===== config.mk =====
export PLATFORM = sky130hd
export DESIGN_NAME = imhq_ctrl
export DESIGN_NICKNAME = d
export VERILOG_FILES = /design/src/sv/imhq_pkg.sv /design/src/sv/imhq_ctrl.sv
export SDC_FILE = /design/constraint.sdc
export NUM_CORES = 1
export LEC_CHECK = 0
export BUFFER_PORTS_ARGS = -buffer_cell sky130_fd_sc_hd__buf_2
export CAP_MARGIN = 10
export CORE_AREA = 2 2 39 41
export DETAILED_ROUTE_END_ITERATION = 10
export DIE_AREA = 0 0 41 43
export PLACE_DENSITY = 0.66
export SLEW_MARGIN = 20
export SYNTH_ARGS = -nofsm -noshare
export SYNTH_HDL_FRONTEND = slang
export SYNTH_SLANG_ARGS = --single-unit

===== constraint.sdc =====
create_clock -name clk -period 2.5 [get_ports clk]
set_clock_uncertainty 0.1 [all_clocks]
set_input_delay 0.25 -clock clk [delete_from_list [all_inputs] [get_ports clk]]
set_output_delay 0.25 -clock clk [all_outputs]
set_load 0.005 [all_outputs]

===== src/sv/imhq_pkg.sv =====
// Shared types and constants for the indexed min-heap queue.
// No dependencies; imported by imhq_ctrl, imhq_dp and the top level.
`default_nettype none
package imhq_pkg;

  localparam int KEY_W  = 8;
  localparam int KEYS   = 256;
  localparam int INP_W  = 32;
  localparam int CNT_OW = 9;

  typedef enum logic [1:0] {
    CMD_INSERT  = 2'd0,
    CMD_EXTRACT = 2'd1,
    CMD_CHANGE  = 2'd2
  } cmd_t;

  typedef enum logic [2:0] {
    ST_OK      = 3'd0,
    ST_EMPTY   = 3'd1,
    ST_FULL    = 3'd2,
    ST_ABSENT  = 3'd3,
    ST_PRESENT = 3'd4
  } status_t;

  typedef enum logic [2:0] {
    S_IDLE, S_DISPATCH, S_EX_TAKE, S_CH_TAKE, S_UP_RD, S_UP_CMP, S_DN_RD, S_DN_CMP
  } state_t;

  typedef enum logic [3:0] {
    OP_NONE, OP_LATCH, OP_INS, OP_EX_RD, OP_EX_TAKE, OP_CH_RD, OP_CH_TAKE,
    OP_UP_RD, OP_UP_SWAP, OP_DN_RD, OP_DN_SWAP, OP_FINAL
  } op_t;

  typedef struct packed {
    op_t     op;
    logic    finish;
    status_t st;
  } ctl_t;

  typedef struct packed {
    logic [1:0] cmd;
    logic       full;
    logic       present;
    logic       slot_bad;
    logic       empty;
    logic       last_one;
    logic       at_root;
    logic       no_left;
    logic       up_less;
    logic       dn_less;
    logic       ch_gt;
    logic       ch_lt;
  } flags_t;

endpackage
`default_nettype wire


===== src/sv/imhq_ctrl.sv =====
// Sequencer for the indexed min-heap queue: decodes commands, steps sifts.
// Depends on imhq_pkg.
`default_nettype none
module imhq_ctrl import imhq_pkg::*; (
  input  wire logic   clk,
  input  wire logic   rst_n,
  input  wire logic   start,
  input  wire flags_t flags,
  output logic        busy,
  output ctl_t        ctl
);
  state_t state_r, state_nxt;

  always_ff @(posedge clk) begin
    if (!rst_n) begin
      state_r <= S_IDLE;
    end else begin
      state_r <= state_nxt;
    end
  end

  always_comb begin
    state_nxt  = state_r;
    ctl.op     = OP_NONE;
    ctl.finish = 1'b0;
    ctl.st     = ST_OK;
    busy       = (state_r != S_IDLE);
    unique case (state_r)
      S_IDLE: begin
        if (start) begin
          ctl.op    = OP_LATCH;
          state_nxt = S_DISPATCH;
        end
      end
      S_DISPATCH: begin
        unique case (flags.cmd)
          CMD_INSERT: begin
            if (flags.full) begin
              ctl.finish = 1'b1; ctl.st = ST_FULL; state_nxt = S_IDLE;
            end else if (flags.present) begin
              ctl.finish = 1'b1; ctl.st = ST_PRESENT; state_nxt = S_IDLE;
            end else begin
              ctl.op = OP_INS; state_nxt = S_UP_RD;
            end
          end
          CMD_EXTRACT: begin
            if (flags.empty) begin
              ctl.finish = 1'b1; ctl.st = ST_EMPTY; state_nxt = S_IDLE;
            end else begin
              ctl.op = OP_EX_RD; state_nxt = S_EX_TAKE;
            end
          end
          CMD_CHANGE: begin
            if (flags.slot_bad) begin
              ctl.finish = 1'b1; ctl.st = ST_ABSENT; state_nxt = S_IDLE;
            end else begin
              ctl.op = OP_CH_RD; state_nxt = S_CH_TAKE;
            end
          end
          default: begin
            ctl.finish = 1'b1; state_nxt = S_IDLE;
          end
        endcase
      end
      S_EX_TAKE: begin
        ctl.op = OP_EX_TAKE;
        if (flags.last_one) begin
          ctl.finish = 1'b1; state_nxt = S_IDLE;
        end else begin
          state_nxt = S_DN_RD;
        end
      end
      S_CH_TAKE: begin
        ctl.op = OP_CH_TAKE;
        if (flags.ch_gt) begin
          state_nxt = S_DN_RD;
        end else if (flags.ch_lt) begin
          state_nxt = S_UP_RD;
        end else begin
          state_nxt = S_DN_RD;
        end
      end
      S_UP_RD: begin
        if (flags.at_root) begin
          ctl.op = OP_FINAL; ctl.finish = 1'b1; state_nxt = S_IDLE;
        end else begin
          ctl.op = OP_UP_RD; state_nxt = S_UP_CMP;
        end
      end
      S_UP_CMP: begin
        if (flags.up_less) begin
          ctl.op = OP_UP_SWAP; state_nxt = S_UP_RD;
        end else begin
          ctl.op = OP_FINAL; ctl.finish = 1'b1; state_nxt = S_IDLE;
        end
      end
      S_DN_RD: begin
        if (flags.no_left) begin
          ctl.op = OP_FINAL; ctl.finish = 1'b1; state_nxt = S_IDLE;
        end else begin
          ctl.op = OP_DN_RD; state_nxt = S_DN_CMP;
        end
      end
      S_DN_CMP: begin
        if (flags.dn_less) begin
          ctl.op = OP_DN_SWAP; state_nxt = S_DN_RD;
        end else begin
          ctl.op = OP_FINAL; ctl.finish = 1'b1; state_nxt = S_IDLE;
        end
      end
      default: begin
        state_nxt = S_IDLE;
      end
    endcase
  end
endmodule
`default_nettype wire


==> impl_metrics.ini <==
[cts]
clock_latency_ps = 240
clk_pin_slew_ps = 40
post_cts_buffers = 0
cts_tree = yes
hold_buffers = 0
clock_sinks = 3
root_buffer = clkbuf_4
ctsResizeCount = 0
htree_num_levels = 1
cts_buffers = 3
cts_max_path_buffers = 2

[timing]
hold_viol_final = 0
slew_violations = 0
worstMarginPinSlew_ps = 628.1
relSlewSlack_pct = 58.07
setup_viol = 0
period_share_pct = 83.87
timing.fmax_mhz = 477.0
final.min_clock_period_ps = 2097
rsz0062_at_grt = no
tns_ps = 0

[floorplanning]
dieWidth_um = 41
ios = 25
core_area_sq_um = 1384
start_util_pct = 34.36
die_y_um = 43
rows = 14
fp.dieArea_sq_um = 1763

[global_route]
grt_max_degree = 19
grt_pass1_vias = 481
grt_pass1_wl_mm = 1.925
grt_antenna_before_repair = 0
grtUsageTotal_pct = 15.75
grt.overflow.total = 0

[logic_synthesis]
netlist-cell-type-count = 28
syn-instance-count = 70
synth_fp_nets = 86
netlist_area_sq_um = 475.5
synth_edf_count = 0
ys_ff_latch = 3
synth-async-reset-ratio_pct = 0
seq_area_frac_synth_pct = 12.63
syn_avg_cell_area_sq_um = 6.792
synth_ff_type = dfxtp_1
yosys_warnings = 0

[final_layout]
num_antenna_cells = 0
design_area_sq_um = 601.8
area_growth_pct = 26.58
max_flop_register = state_r
reg.largest.list = state_r: 3 flops
largest_reg_flops = 3
layout-drive-gt1-share_pct = 34.78
layout.nets = 109

[power]
max-vdd-ir-drop_uv = 164.1
p_seq_share_pct = 26.9
p_comb_share_pct = 32.1
clkPwrFrac_pct = 41.0
p_sw_share_pct = 31.42
power_density_nw_per_um2 = 348.0
power_leakage_nw = 0.2597
switchingPower_w = 0.00006581
total_power_w = 0.0002094
p_int_w = 0.0001436

[routing]
wl_mm = 1.230
drc = 0
first_iter_violations = 11
dr.pass1.iters = 5
viasPerCell = 5.444
num_vias = 588
wl_per_cell_um = 11.39
ant_nets = 0

[place]
io_buffers = 24
dp_hpwl_um = 943.5
dpl-instance-area_sq_um = 575.6
gp_congestion = 0.8007

[critical_path]
crit_path_start_kind = flop
critPathSlowestCell = dfxtp_1
arrival_ps = 1750
required_ps = 2150
crit_path_end_kind = primary output
cp_cell_sequence = nor4b_4 > and3_4 > a41oi_2 > a21oi_1 > buf_2
cpPeakStageDelay_ps = 600
crit_buf_inv = 1
worstSetupPathType = flop to primary output
regToRegSetupSlack_ps = 750
worstPathMaxFanout = 17
cp_top_family = flip-flops

[outcome]
status = completed

[run]
drv_cap = 0

[worst_hold_path]
hold_class = primary input to flop
[layer usage]
layer	track usage, %	up-vias	wire length [um]
met5	0	-	0
met4	8.000	0	26
met3	3.141	4	90
met2	23.44	24	562
met1	20.51	258	551
li1	-	302	-
[cells in the mapped netlist, types with 3 or more instances]
cell	number	area share, %
a21oi_1	7	7.4
a31oi_1	3	3.9
dfxtp_1	3	13
inv_1	4	3.2
nand2_1	6	4.7
nand3_1	3	3.2
nor2_1	7	5.5
nor2b_1	4	5.3
nor3_1	4	4.2
o21ai_0	4	4.2
o22ai_1	3	3.9
[power by group through the flow]
stage / logic (W) / clock network (W) / registers [W]
final: 0.0000672 / 0.0000859 / 0.0000563
after global placement: 0.0000668 / 0 / 0.0000570
after CTS: 0.0000671 / 0.0000880 / 0.0000563
after global routing: 0.0000747 / 0.0000960 / 0.0000571
after detailed placement: 0.0000667 / 0 / 0.0000570
after floorplan: 0.0000440 / 0 / 0.0000526
[cell usage in the layout (no fill, tap or decap), drive strengths merged]
master / synthesis / routed
clkbuf: 1 / 4
a2111oi: 1 / 1
nor4b: 2 / 2
nand2b: 2 / 2
nand3: 3 / 3
nor2: 7 / 7
a41oi: 2 / 2
buf: 5 / 24
or3: 1 / 1
dfxtp: 3 / 3
o22ai: 3 / 3
inv: 4 / 4
a21oi: 7 / 7
nor3: 4 / 4
o221a: 1 / 1
nor2b: 4 / 4
a31oi: 3 / 3
and3: 2 / 2
o21ai: 4 / 4
nand2: 6 / 6
mux2i: 2 / 2
a211oi: 1 / 1
nor4: 2 / 2
[stage by stage]
step | hold WS (ps) | instances | setup WS [ps] | util (%)
after floorplan | 290.4 | 70 | 1011 | -
after global placement | 421.2 | 104 | 698.6 | 41.59
after detailed placement | 419.0 | 104 | 649.4 | 41.59
after CTS | 171.3 | 108 | 387.3 | 43.49
after global routing | 164.7 | 108 | 247.1 | 43.49
final | 175.8 | 108 | 403.4 | 43.49
[final timing paths]
kind / start / endpoint / cells after the start
setup reg to reg: state_r[1] / state_r[2] / 4
hold / removal: rst_n / state_r[0] / 2
hold reg to reg: state_r[1] / state_r[1] / 2
setup / recovery: state_r[0] / ctl[4] / 5
[worst reg2reg max path, stage by stage (launching register included)]
cell     delay [ps]
dfxtp_1         710
inv_1           210
nor4_1          290
a31oi_1         110
a41oi_1         240
[final cells by class]
class	count	area, sq um
Sequential cell	3	60.06
Clock buffer	4	26.28
Inverter	4	15.01
Multi-Input combinational cell	57	360.3
Timing Repair Buffer	24	120.1
Tap cell	16	20.02
Fill cell	154	782.0
[logic make-up after synthesis]
logic type | count (synthesis) | synth area share (%)
AO/OA/AOI/OAI | 22 | 30.53
AND/OR/NAND/NOR | 33 | 41.05
flip-flops | 3 | 12.63
buffers and inverters | 10 | 11.58
multiplexers | 2 | 4.211
No activity file was read; power rests on OpenSTA's default activity.
